`src/rtl/core/tsch_pkg.sv`:
```
// Task scheduler package: codes, widths and controller/datapath structs.
// No dependencies.
package tsch_pkg;

  localparam int SLOT_W = 4;
  localparam int DEF_NUM_SLOTS = 16;

  localparam logic [1:0] KIND_EXEC   = 2'd0;
  localparam logic [1:0] KIND_FORK   = 2'd1;
  localparam logic [1:0] KIND_PICK   = 2'd2;
  localparam logic [1:0] KIND_REPORT = 2'd3;

  localparam logic [1:0] POL_RR   = 2'd0;
  localparam logic [1:0] POL_FAIR = 2'd1;
  localparam logic [1:0] POL_FCFS = 2'd2;
  localparam logic [1:0] POL_SJF  = 2'd3;

  localparam logic [1:0] ST_NONE  = 2'd0;
  localparam logic [1:0] ST_RUN   = 2'd1;
  localparam logic [1:0] ST_SLEEP = 2'd2;

  localparam logic [1:0] RAN_SLEEP = 2'd1;
  localparam logic [1:0] RAN_EXIT  = 2'd2;

  typedef struct packed {
    logic load_item;
    logic idx_inc;
    logic exec_wr;
    logic fork_fail;
    logic fork_copy;
    logic div_start;
    logic pick_eval;
    logic pick_commit;
    logic rep_cur;
    logic rep_other;
    logic out_load;
  } cmd_t;

  typedef struct packed {
    logic [1:0] kind;
    logic       idx_last;
    logic       slot_free;
    logic       need_div;
    logic       div_done;
    logic       out_free;
  } sts_t;

endpackage

```
`src/rtl/core/multi_policy_task_scheduler.sv`:
```
// Multi-policy task scheduler: takes one word at a time and walks the slot
// table one entry per cycle, except that a pick under the fair policy holds on
// each running slot that needs a ratio while the one serial divider runs. The
// next word is taken while the previous result waits at the output.
module multi_policy_task_scheduler import tsch_pkg::*; #(
  parameter int NUM_SLOTS = DEF_NUM_SLOTS
) (
  input  logic              clk,
  input  logic              rst,
  input  logic              cfg_we,
  input  logic [1:0]        cfg_wdata,
  input  logic              in_valid,
  output logic              in_ready,
  input  logic [1:0]        kind,
  input  logic [SLOT_W-1:0] slot,
  input  logic [SLOT_W-1:0] src_slot,
  input  logic              has_job,
  input  logic [15:0]       job_len,
  input  logic [1:0]        ran_state,
  input  logic [15:0]       ran_time,
  input  logic [15:0]       nap_time,
  output logic              out_valid,
  input  logic              out_ready,
  output logic [SLOT_W-1:0] chosen_slot,
  output logic              first_run,
  output logic              status
);

  cmd_t cmd;
  sts_t sts;

  tsch_ctrl u_ctrl (
    .clk      (clk),
    .rst      (rst),
    .in_valid (in_valid),
    .in_ready (in_ready),
    .sts      (sts),
    .cmd      (cmd)
  );

  tsch_dp #(.NUM_SLOTS(NUM_SLOTS)) u_dp (
    .clk         (clk),
    .rst         (rst),
    .cfg_we      (cfg_we),
    .cfg_wdata   (cfg_wdata),
    .kind        (kind),
    .slot        (slot),
    .src_slot    (src_slot),
    .has_job     (has_job),
    .job_len     (job_len),
    .ran_state   (ran_state),
    .ran_time    (ran_time),
    .nap_time    (nap_time),
    .cmd         (cmd),
    .sts         (sts),
    .out_valid   (out_valid),
    .out_ready   (out_ready),
    .chosen_slot (chosen_slot),
    .first_run   (first_run),
    .status      (status)
  );

endmodule

```
`src/rtl/core/tsch_div.sv`:
```
// Restoring 32-bit divider, one quotient bit per cycle.
// Depends on nothing.
module tsch_div (
  input  logic        clk,
  input  logic        rst,
  input  logic        start,
  input  logic [31:0] dividend,
  input  logic [31:0] divisor,
  output logic        done,
  output logic [31:0] quot
);

  logic [31:0] rem;
  logic [31:0] dsr;
  logic [5:0]  cnt;
  logic        busy;
  logic [32:0] shifted;
  logic [32:0] diff;

  assign shifted = {rem, quot[31]};
  assign diff    = shifted - {1'b0, dsr};

  always_ff @(posedge clk) begin
    if (rst) begin
      busy <= 1'b0;
      done <= 1'b0;
      cnt  <= '0;
    end else if (start) begin
      busy <= 1'b1;
      done <= 1'b0;
      cnt  <= 6'd32;
    end else if (busy) begin
      cnt <= cnt - 6'd1;
      if (cnt == 6'd1) begin
        busy <= 1'b0;
        done <= 1'b1;
      end
    end
  end

  always_ff @(posedge clk) begin
    if (start) begin
      rem  <= '0;
      quot <= dividend;
      dsr  <= divisor;
    end else if (busy) begin
      if (!diff[32]) begin
        rem  <= diff[31:0];
        quot <= {quot[30:0], 1'b1};
      end else begin
        rem  <= shifted[31:0];
        quot <= {quot[30:0], 1'b0};
      end
    end
  end

endmodule

```
`src/rtl/core/tsch_ctrl.sv`:
```
// Scheduler sequencer: walks the slot table one entry a cycle per item, holding on an entry while the divider runs.
// Depends on tsch_pkg.
module tsch_ctrl import tsch_pkg::*; (
  input  logic clk,
  input  logic rst,
  input  logic in_valid,
  output logic in_ready,
  input  sts_t sts,
  output cmd_t cmd
);

  typedef enum logic [9:0] {
    S_IDLE   = 10'b0000000001,
    S_EXEC   = 10'b0000000010,
    S_FSCAN  = 10'b0000000100,
    S_FCOPY  = 10'b0000001000,
    S_PSCAN  = 10'b0000010000,
    S_PDIV   = 10'b0000100000,
    S_PCOMM  = 10'b0001000000,
    S_RCUR   = 10'b0010000000,
    S_RSCAN  = 10'b0100000000,
    S_DONE   = 10'b1000000000
  } state_t;

  state_t state, state_next;

  assign in_ready = (state == S_IDLE);

  always_comb begin
    state_next = state;
    cmd = '0;
    case (state)
      S_IDLE: begin
        if (in_valid) begin
          cmd.load_item = 1'b1;
          case (sts.kind)
            KIND_EXEC: state_next = S_EXEC;
            KIND_FORK: state_next = S_FSCAN;
            KIND_PICK: state_next = S_PSCAN;
            default:   state_next = S_RCUR;
          endcase
        end
      end
      S_EXEC: begin
        cmd.exec_wr = 1'b1;
        state_next = S_DONE;
      end
      S_FSCAN: begin
        if (sts.slot_free) begin
          state_next = S_FCOPY;
        end else if (sts.idx_last) begin
          cmd.fork_fail = 1'b1;
          state_next = S_DONE;
        end else begin
          cmd.idx_inc = 1'b1;
        end
      end
      S_FCOPY: begin
        cmd.fork_copy = 1'b1;
        state_next = S_DONE;
      end
      S_PSCAN: begin
        if (sts.need_div) begin
          cmd.div_start = 1'b1;
          state_next = S_PDIV;
        end else begin
          cmd.pick_eval = 1'b1;
          if (sts.idx_last) state_next = S_PCOMM;
          else cmd.idx_inc = 1'b1;
        end
      end
      S_PDIV: begin
        if (sts.div_done) begin
          cmd.pick_eval = 1'b1;
          if (sts.idx_last) begin
            state_next = S_PCOMM;
          end else begin
            cmd.idx_inc = 1'b1;
            state_next = S_PSCAN;
          end
        end
      end
      S_PCOMM: begin
        cmd.pick_commit = 1'b1;
        state_next = S_DONE;
      end
      S_RCUR: begin
        cmd.rep_cur = 1'b1;
        state_next = S_RSCAN;
      end
      S_RSCAN: begin
        cmd.rep_other = 1'b1;
        if (sts.idx_last) state_next = S_DONE;
        else cmd.idx_inc = 1'b1;
      end
      S_DONE: begin
        if (sts.out_free) begin
          cmd.out_load = 1'b1;
          state_next = S_IDLE;
        end
      end
      default: state_next = S_IDLE;
    endcase
  end

  always_ff @(posedge clk) begin
    if (rst) state <= S_IDLE;
    else state <= state_next;
  end

endmodule

```
`src/rtl/core/tsch_dp.sv`:
```
// Scheduler datapath: slot table, scan index, selection registers, output word.
// Depends on tsch_pkg and tsch_div.
module tsch_dp import tsch_pkg::*; #(
  parameter int NUM_SLOTS = DEF_NUM_SLOTS
) (
  input  logic              clk,
  input  logic              rst,
  input  logic              cfg_we,
  input  logic [1:0]        cfg_wdata,
  input  logic [1:0]        kind,
  input  logic [SLOT_W-1:0] slot,
  input  logic [SLOT_W-1:0] src_slot,
  input  logic              has_job,
  input  logic [15:0]       job_len,
  input  logic [1:0]        ran_state,
  input  logic [15:0]       ran_time,
  input  logic [15:0]       nap_time,
  input  cmd_t              cmd,
  output sts_t              sts,
  output logic              out_valid,
  input  logic              out_ready,
  output logic [SLOT_W-1:0] chosen_slot,
  output logic              first_run,
  output logic              status
);

  localparam int IW = (NUM_SLOTS > 1) ? $clog2(NUM_SLOTS) : 1;
  localparam int XW = IW + SLOT_W;

  logic [1:0]  policy;
  logic [1:0]  st  [NUM_SLOTS];
  logic        hj  [NUM_SLOTS];
  logic [15:0] len [NUM_SLOTS];
  logic [31:0] tot [NUM_SLOTS];
  logic [31:0] wt  [NUM_SLOTS];
  logic [15:0] sl  [NUM_SLOTS];
  logic [15:0] pc  [NUM_SLOTS];
  logic [IW-1:0] cur;

  logic [1:0]  r_kind, r_ran_state;
  logic [XW-1:0] r_slot, r_src;
  logic        r_has_job;
  logic [15:0] r_job_len, r_ran_time, r_nap_time;

  logic [IW-1:0] idx, fdst, pick, rr_hi, rr_lo;
  logic        have, rr_hi_f, rr_lo_f;
  logic [31:0] best;
  logic [IW-1:0] res_chosen;
  logic        res_first, res_status;

  logic        div_done;
  logic [31:0] quot;

  logic [1:0]  st_i;
  logic [31:0] tot_i, wt_i;
  logic [32:0] tot_sum;
  logic [31:0] tot_new;
  logic        retire;
  logic [32:0] wt_sum;
  logic [IW-1:0] n_sel;
  logic [IW-1:0] slot_i, src_i;
  logic        slot_ok, src_ok;

  function automatic logic [SLOT_W-1:0] low4(input logic [IW-1:0] v);
    logic [XW-1:0] x;
    x = XW'(v);
    return x[SLOT_W-1:0];
  endfunction

  assign st_i   = st[idx];
  assign tot_i  = tot[idx];
  assign wt_i   = wt[idx];
  assign slot_i = r_slot[IW-1:0];
  assign src_i  = r_src[IW-1:0];
  assign slot_ok = r_slot < XW'(NUM_SLOTS);
  assign src_ok  = r_src < XW'(NUM_SLOTS);

  assign tot_sum = {1'b0, tot[cur]} + 33'(r_ran_time);
  assign tot_new = tot_sum[32] ? 32'hFFFF_FFFF : tot_sum[31:0];
  assign retire  = (r_ran_state >= RAN_EXIT) ||
                   (hj[cur] && (tot_new >= 32'(len[cur])));
  assign wt_sum  = {1'b0, wt_i} + 33'(r_ran_time);

  always_comb begin
    if (policy == POL_RR) n_sel = rr_hi_f ? rr_hi : (rr_lo_f ? rr_lo : cur);
    else n_sel = pick;
  end

  assign sts.kind      = kind;
  assign sts.idx_last  = (idx == IW'(NUM_SLOTS - 1));
  assign sts.slot_free = (st_i == ST_NONE);
  assign sts.need_div  = (policy == POL_FAIR) && (st_i == ST_RUN) &&
                         (tot_i != '0) && (wt_i != '0);
  assign sts.div_done  = div_done;
  assign sts.out_free  = !out_valid || out_ready;

  tsch_div u_div (
    .clk      (clk),
    .rst      (rst),
    .start    (cmd.div_start),
    .dividend (tot_i),
    .divisor  (wt_i),
    .done     (div_done),
    .quot     (quot)
  );

  always_ff @(posedge clk) begin
    if (rst) begin
      policy <= POL_RR;
    end else if (cfg_we) begin
      policy <= cfg_wdata;
    end
  end

  // item capture and scan registers
  always_ff @(posedge clk) begin
    if (cmd.load_item) begin
      r_kind      <= kind;
      r_slot      <= XW'(slot);
      r_src       <= XW'(src_slot);
      r_has_job   <= has_job;
      r_job_len   <= job_len;
      r_ran_state <= ran_state;
      r_ran_time  <= ran_time;
      r_nap_time  <= nap_time;
      idx         <= '0;
      have        <= 1'b0;
      best        <= '0;
      pick        <= cur;
      rr_hi_f     <= 1'b0;
      rr_lo_f     <= 1'b0;
      res_chosen  <= cur;
      res_first   <= 1'b0;
      res_status  <= 1'b0;
    end else begin
      if (cmd.idx_inc) idx <= idx + IW'(1);
      if (cmd.fork_fail) res_status <= 1'b1;
      if (cmd.fork_copy) begin
        if (src_ok) res_chosen <= idx;
        else res_status <= 1'b1;
      end
      if (cmd.pick_eval) begin
        case (policy)
          POL_RR: begin
            if (st_i == ST_RUN) begin
              if (idx > cur && !rr_hi_f) begin
                rr_hi_f <= 1'b1;
                rr_hi   <= idx;
              end
              if (idx < cur && !rr_lo_f) begin
                rr_lo_f <= 1'b1;
                rr_lo   <= idx;
              end
            end
          end
          POL_FAIR: begin
            if (st_i == ST_RUN) begin
              if (tot_i == '0) begin
                have <= 1'b1;
                best <= '0;
                pick <= idx;
              end else if (wt_i == '0) begin
                if (!have) pick <= idx;
              end else if (!have || quot < best) begin
                have <= 1'b1;
                best <= quot;
                pick <= idx;
              end
            end
          end
          POL_FCFS: begin
            if (!hj[cur] && st_i == ST_RUN && idx != IW'(1) && !have) begin
              have <= 1'b1;
              pick <= idx;
            end
          end
          default: begin
            if (st_i == ST_RUN && hj[idx] && (!have || len[idx] < best[15:0])) begin
              have <= 1'b1;
              best <= 32'(len[idx]);
              pick <= idx;
            end
          end
        endcase
      end
      if (cmd.pick_commit) begin
        res_chosen <= n_sel;
        res_first  <= (pc[n_sel] == 16'd0);
      end
    end
  end

  // slot table
  always_ff @(posedge clk) begin
    if (rst) begin
      for (int k = 0; k < NUM_SLOTS; k++) begin
        st[k]  <= (k == 1) ? ST_RUN : ST_NONE;
        hj[k]  <= 1'b0;
        len[k] <= '0;
        tot[k] <= '0;
        wt[k]  <= '0;
        sl[k]  <= '0;
        pc[k]  <= '0;
      end
      cur <= IW'(1);
    end else begin
      if (cmd.exec_wr && slot_ok) begin
        st[slot_i]  <= ST_RUN;
        hj[slot_i]  <= r_has_job;
        len[slot_i] <= r_job_len;
        tot[slot_i] <= '0;
        wt[slot_i]  <= '0;
        sl[slot_i]  <= '0;
        pc[slot_i]  <= '0;
      end
      if (cmd.fork_copy && src_ok) begin
        st[idx]  <= st[src_i];
        hj[idx]  <= hj[src_i];
        len[idx] <= len[src_i];
        tot[idx] <= tot[src_i];
        wt[idx]  <= wt[src_i];
        sl[idx]  <= sl[src_i];
        pc[idx]  <= pc[src_i];
      end
      if (cmd.pick_commit) begin
        cur <= n_sel;
        wt[n_sel] <= '0;
        if (pc[n_sel] != 16'hFFFF) pc[n_sel] <= pc[n_sel] + 16'd1;
      end
      if (cmd.rep_cur) begin
        tot[cur] <= tot_new;
        sl[cur]  <= r_nap_time;
        if (retire) st[cur] <= ST_NONE;
        else if (r_ran_state == RAN_SLEEP) st[cur] <= ST_SLEEP;
        else st[cur] <= ST_RUN;
      end
      if (cmd.rep_other && idx != cur) begin
        if (st_i == ST_RUN) begin
          wt[idx] <= wt_sum[32] ? 32'hFFFF_FFFF : wt_sum[31:0];
        end else if (st_i == ST_SLEEP) begin
          if (sl[idx] <= r_ran_time) begin
            sl[idx] <= '0;
            st[idx] <= ST_RUN;
          end else begin
            sl[idx] <= sl[idx] - r_ran_time;
          end
        end
      end
    end
  end

  // output word register
  always_ff @(posedge clk) begin
    if (rst) begin
      out_valid <= 1'b0;
    end else if (cmd.out_load) begin
      out_valid <= 1'b1;
    end else if (out_ready) begin
      out_valid <= 1'b0;
    end
  end

  always_ff @(posedge clk) begin
    if (cmd.out_load) begin
      chosen_slot <= (r_kind == KIND_PICK || r_kind == KIND_FORK) ?
                     low4(res_chosen) : low4(cur);
      first_run   <= res_first;
      status      <= res_status;
    end
  end

endmodule

```
`config.mk`:
```
export PLATFORM = sky130hd
export DESIGN_NAME = multi_policy_task_scheduler
export DESIGN_NICKNAME = d
export VERILOG_FILES = /design/src/rtl/core/tsch_pkg.sv /design/src/rtl/core/multi_policy_task_scheduler.sv /design/src/rtl/core/tsch_div.sv /design/src/rtl/core/tsch_ctrl.sv /design/src/rtl/core/tsch_dp.sv
export SDC_FILE = /design/constraint.sdc
export NUM_CORES = 2
export LEC_CHECK = 0
export BUFFER_PORTS_ARGS = -buffer_cell sky130_fd_sc_hd__buf_4
export CORE_MARGIN = 10
export CORE_UTILIZATION = 50
export DETAILED_ROUTE_END_ITERATION = 10
export PLACE_DENSITY = 0.75
export SETUP_SLACK_MARGIN = 0.5
export SLEW_MARGIN = 0
export SYNTH_ARGS = -nofsm -noshare
export SYNTH_HDL_FRONTEND = slang
export SYNTH_SLANG_ARGS = --single-unit
```
`constraint.sdc`:
```
create_clock -name clk -period 12 [get_ports clk]
set_input_delay 0.6 -clock clk [delete_from_list [all_inputs] [get_ports clk]]
set_output_delay 0.6 -clock clk [all_outputs]
set_load 0.02 [all_outputs]
```
==> summary.md <==
| Metric | Value |
|---|---|
| IO Pins | 76 |
| Port buffer count | 75 |
| Clock tree from TritonCTS | yes |
| Pre-antenna DRT Iters | 8 |
| Part of the cycle the worst path needs | 0.776 |
| Largest net degree at the start of global routing | around 140 |
| Clk sinks | 2097 |
| Final WL | 398000 um |
| Full die area | between 200000 and 300000 um2 |
| Unique masters post-synth | between 100 and 150 |
| Core Footprint | 238000 um2 |
| Final hold violations | 0 |
| Vias per std cell | around 7.2 |
| Cell Pwr Density | around 140 nW/um2 |
| #FFs+latches synth | roughly 2100 |
| Residual DRC count | 0 |
| RSZ-0062 raised after global routing | no |
| Share of layout cells above drive strength 1 | 0.249 |
| Number of enable flip-flop cells after synthesis | between 1500 and 2000 |
| CTS Buf Count | 218 |
| Final hold slack | 0.0481 ns |
| Post-synth top area cell | edfxtp_1 |
| FP Rows | between 150 and 200 |
| Chip Height | approximately 510 um |
| Max-slew headroom | 0.0563 |
| Critical path class | flip-flop to flip-flop |
| Top-count cell post-synth | nor2_1 |
| Share of the synthesized area in the top cell type | 0.499 |
| Peak supply drop | approximately 0.13 mV |
| Area of the multi-input gates | between 50000 and 60000 um2 |
| Max-cap viol count | 0 |
| Post-synth top cells | 2033 x nor2_1, 1987 x edfxtp_1, 1280 x mux4_2, 402 x clkbuf_1, 373 x nand2_1 |
| Mapped cell area | approximately 120000 um2 |
| First-pass GRT wire length | around 580000 um |
| Synth Warn # | 0 |
| Via Count | around 87000 |
| Seq/Total Area, Yosys | 0.518 |
| Longest Clk Path Bufs | 3 |
| Outcome | finished clean |
| Final max-slew violation count | 0 |
| Min Tclk post-route | 9.31 ns |
| Grt total ovfl | 0 |
| Storage cell area | 61900 um2 |
| Synthesized instance count | just under 9000 |
| Main synth FF type | edfxtp_1 |
| Synth top area cells | edfxtp_1 50%, mux4_2 24%, nor2_1 6.4% |
| LEAKAGE | 42.3 nW |
| Htree depth | 4 |
| Remaining antenna violation count | 0 |
| Endpoints failing setup | 0 |
| PostCTS Resize Cnt | 0 |
| FMAX | 107 MHz |
| Initial Util | 0.502 |
| Initial DRC Count | 15100 |
| Hold buffers post-CTS | 63 |
| CP required | between 10 and 15 ns |
| Layout Area Growth over Synthesis | 9.58% |
| Total track usage | 0.300 |
| Die X | ~510 um |
| Vias in the first global route | 86000 |
| Placed Cells | approximately 11000 |
| Final Wtd Congestion | between 0.9 and 1 |
| Clock-pin slew on the worst setup and hold paths | around 0.060 ns |
| Setup TNS | 0 ns |
| Wire per inst | roughly 33 um |
| Crit-path max FO | 38 |
| Worst Max-Slew Pin Slew | about 1.4 ns |
| Worst hold-check path type | input pin to flip-flop |
| Worst-case reg-to-reg path depth | 24 |
| Nets | slightly below 9000 |
| Synthesized area per cell | approximately 14 um2 |
| FILL cells | 18400 |
| Setup Skew | ~0.074 ns |
| Finished Layout Cells | 11900 |
| Data arrival time of the critical path | between 10 and 15 ns |
| Detail Placement HPWL | 236000 um |
| Postcts setup bufs | 0 |
| Syn_nets | between 8000 and 9000 |
| CP Launch Type | flip-flop |
| FFs w/ async S/R, synth | 0 |
| Hold Path Depth | 3 |
| Later-pin clock latency in the skew report | between 0.9 and 1 ns |
| CP Capture Type | flip-flop |
| Root buf cell | clkbuf_16 |
| Antenna violations before repair | 14 |
cell families after synthesis:
family          share of synthesized area
compound gates                     0.0669
xor+xnor                          0.00696
fa+ha+maj                          0.0169
buf+inv                            0.0339
flops                               0.518
mux                                 0.256
simple gates                        0.102
worst paths after layout:
path | end | from | slack (ns)
max reg2reg | u_dp.st[10][1]$_SDFFCE_PN0P_ | flip-flop | 2.69
min reg2reg | flip-flop | u_dp.r_src[3]$_DFFE_PP_ | 0.43
min | u_dp.policy[1]$_SDFFE_PP0P_ | cfg_wdata[1] | 0.05
max | u_dp.st[10][1]$_SDFFCE_PN0P_ | flip-flop | 2.69
cell type report:
type	count	share of cell area
flip-flops and latches	2097	0.473
multi-input cells	5711	0.412
clock buffers	270	0.0442
well taps	3167	0.0303
repair buffers	390	0.0243
clock inverters	138	0.0113
inverters	165	0.00475
diodes	11	0.000210
through the flow:
| stage | utilization | total power, mW | area (um2) | setup slack [ns] |
|---|---|---|---|---|
| 2_1_floorplan | - | 10.7 | 119000 | 3.98 |
| 6_report | 0.551 | 18.6 | 131000 | 2.69 |
| 5_1_grt | 0.550 | 19.0 | 131000 | 2.44 |
| 4_1_cts | 0.550 | 18.5 | 131000 | 3.05 |
| 3_3_place_gp | 0.517 | 11.6 | 123000 | 3.17 |
| 3_5_place_dp | 0.517 | 11.6 | 123000 | 3.12 |
report_power, final:
part / internal [mW] / leakage (nW) / total (mW) / switching (mW)
Clock: 3.93 / 3.53 / 6.99 / 3.06
Sequential: 8.27 / 21.3 / 8.58 / 0.311
Combinational: 1.38 / 17.5 / 3.02 / 1.65
Total: 13.6 / 42.3 / 18.6 / 5.02
routing by layer:
metal / vias up / routed length (um) / GRT usage
met5: - / 143 / 0
met4: 20 / 31900 / 0.198
met3: 1865 / 59500 / 0.0880
met2: 8151 / 180000 / 0.459
met1: 42800 / 127000 / 0.372
li1: 33700 / - / -
placed cells by master (no fill, tap or decap), types with 28 or more instances in the layout:
cell type | synthesis | layout
nand2_1 | 373 | 347
mux4_2 | 1280 | 1280
nand3_1 | 84 | 76
o211ai_1 | 57 | 57
dfxtp_1 | 110 | 97
xnor2_1 | 56 | 56
nand4_1 | 33 | 33
a22oi_1 | 112 | 112
clkbuf_16 | 0 | 221
clkinv_1 | 3 | 42
inv_1 | 162 | 161
ha_1 | 155 | 154
dlygate4sd3_1 | 0 | 63
nor2b_1 | 31 | 28
nor3_1 | 65 | 63
edfxtp_1 | 1987 | 1987
nand2b_1 | 108 | 74
buf_4 | 33 | 319
clkinv_2 | 0 | 45
a221oi_1 | 37 | 37
xor2_1 | 39 | 39
a21oi_1 | 312 | 312
o21ai_0 | 172 | 172
clkbuf_1 | 402 | 42
mux2i_1 | 158 | 155
nor2_1 | 2033 | 2029
a21o_1 | 55 | 55
a211oi_1 | 34 | 33
worst max-delay path, stage by stage, from the launching register on:
cell      delay, ns
dfxtp_4        0.92
buf_4          0.72
mux4_2         0.60
mux4_2         0.51
ha_1           0.26
fa_1           0.46
a211oi_1       0.31
nor3_1         0.16
nor4_1         0.68
o311ai_1       0.41
nand3_1        0.35
or3_1          0.20
buf_4          0.35
nand2b_1       0.16
ha_1           0.30
a21o_1         0.17
a21o_1         0.17
a211oi_1       0.27
o21bai_1       0.12
a31oi_1        0.31
o21ai_0        0.20
a2111o_1       0.52
o31ai_4        0.26
a22oi_2        0.28
nor3_1         0.27
registers in the layout, summed over array words and instances, names as in the netlist, 6 cells and up, named ones only:
| register | cells |
|---|---|
| u_dp.u_div.quot | 32 |
| u_dp.pc | 256 |
| u_dp.r_job_len | 16 |
| u_dp.r_ran_time | 16 |
| u_dp.u_div.dsr | 32 |
| u_dp.hj | 16 |
| u_dp.r_nap_time | 16 |
| u_dp.u_div.cnt | 6 |
| u_dp.best | 32 |
| u_ctrl.state | 10 |
| u_dp.len | 256 |
| u_dp.st | 32 |
| u_dp.u_div.rem | 32 |
| u_dp.wt | 512 |
| u_dp.sl | 256 |
| u_dp.tot | 512 |
Power figures use the tool's default switching activity.
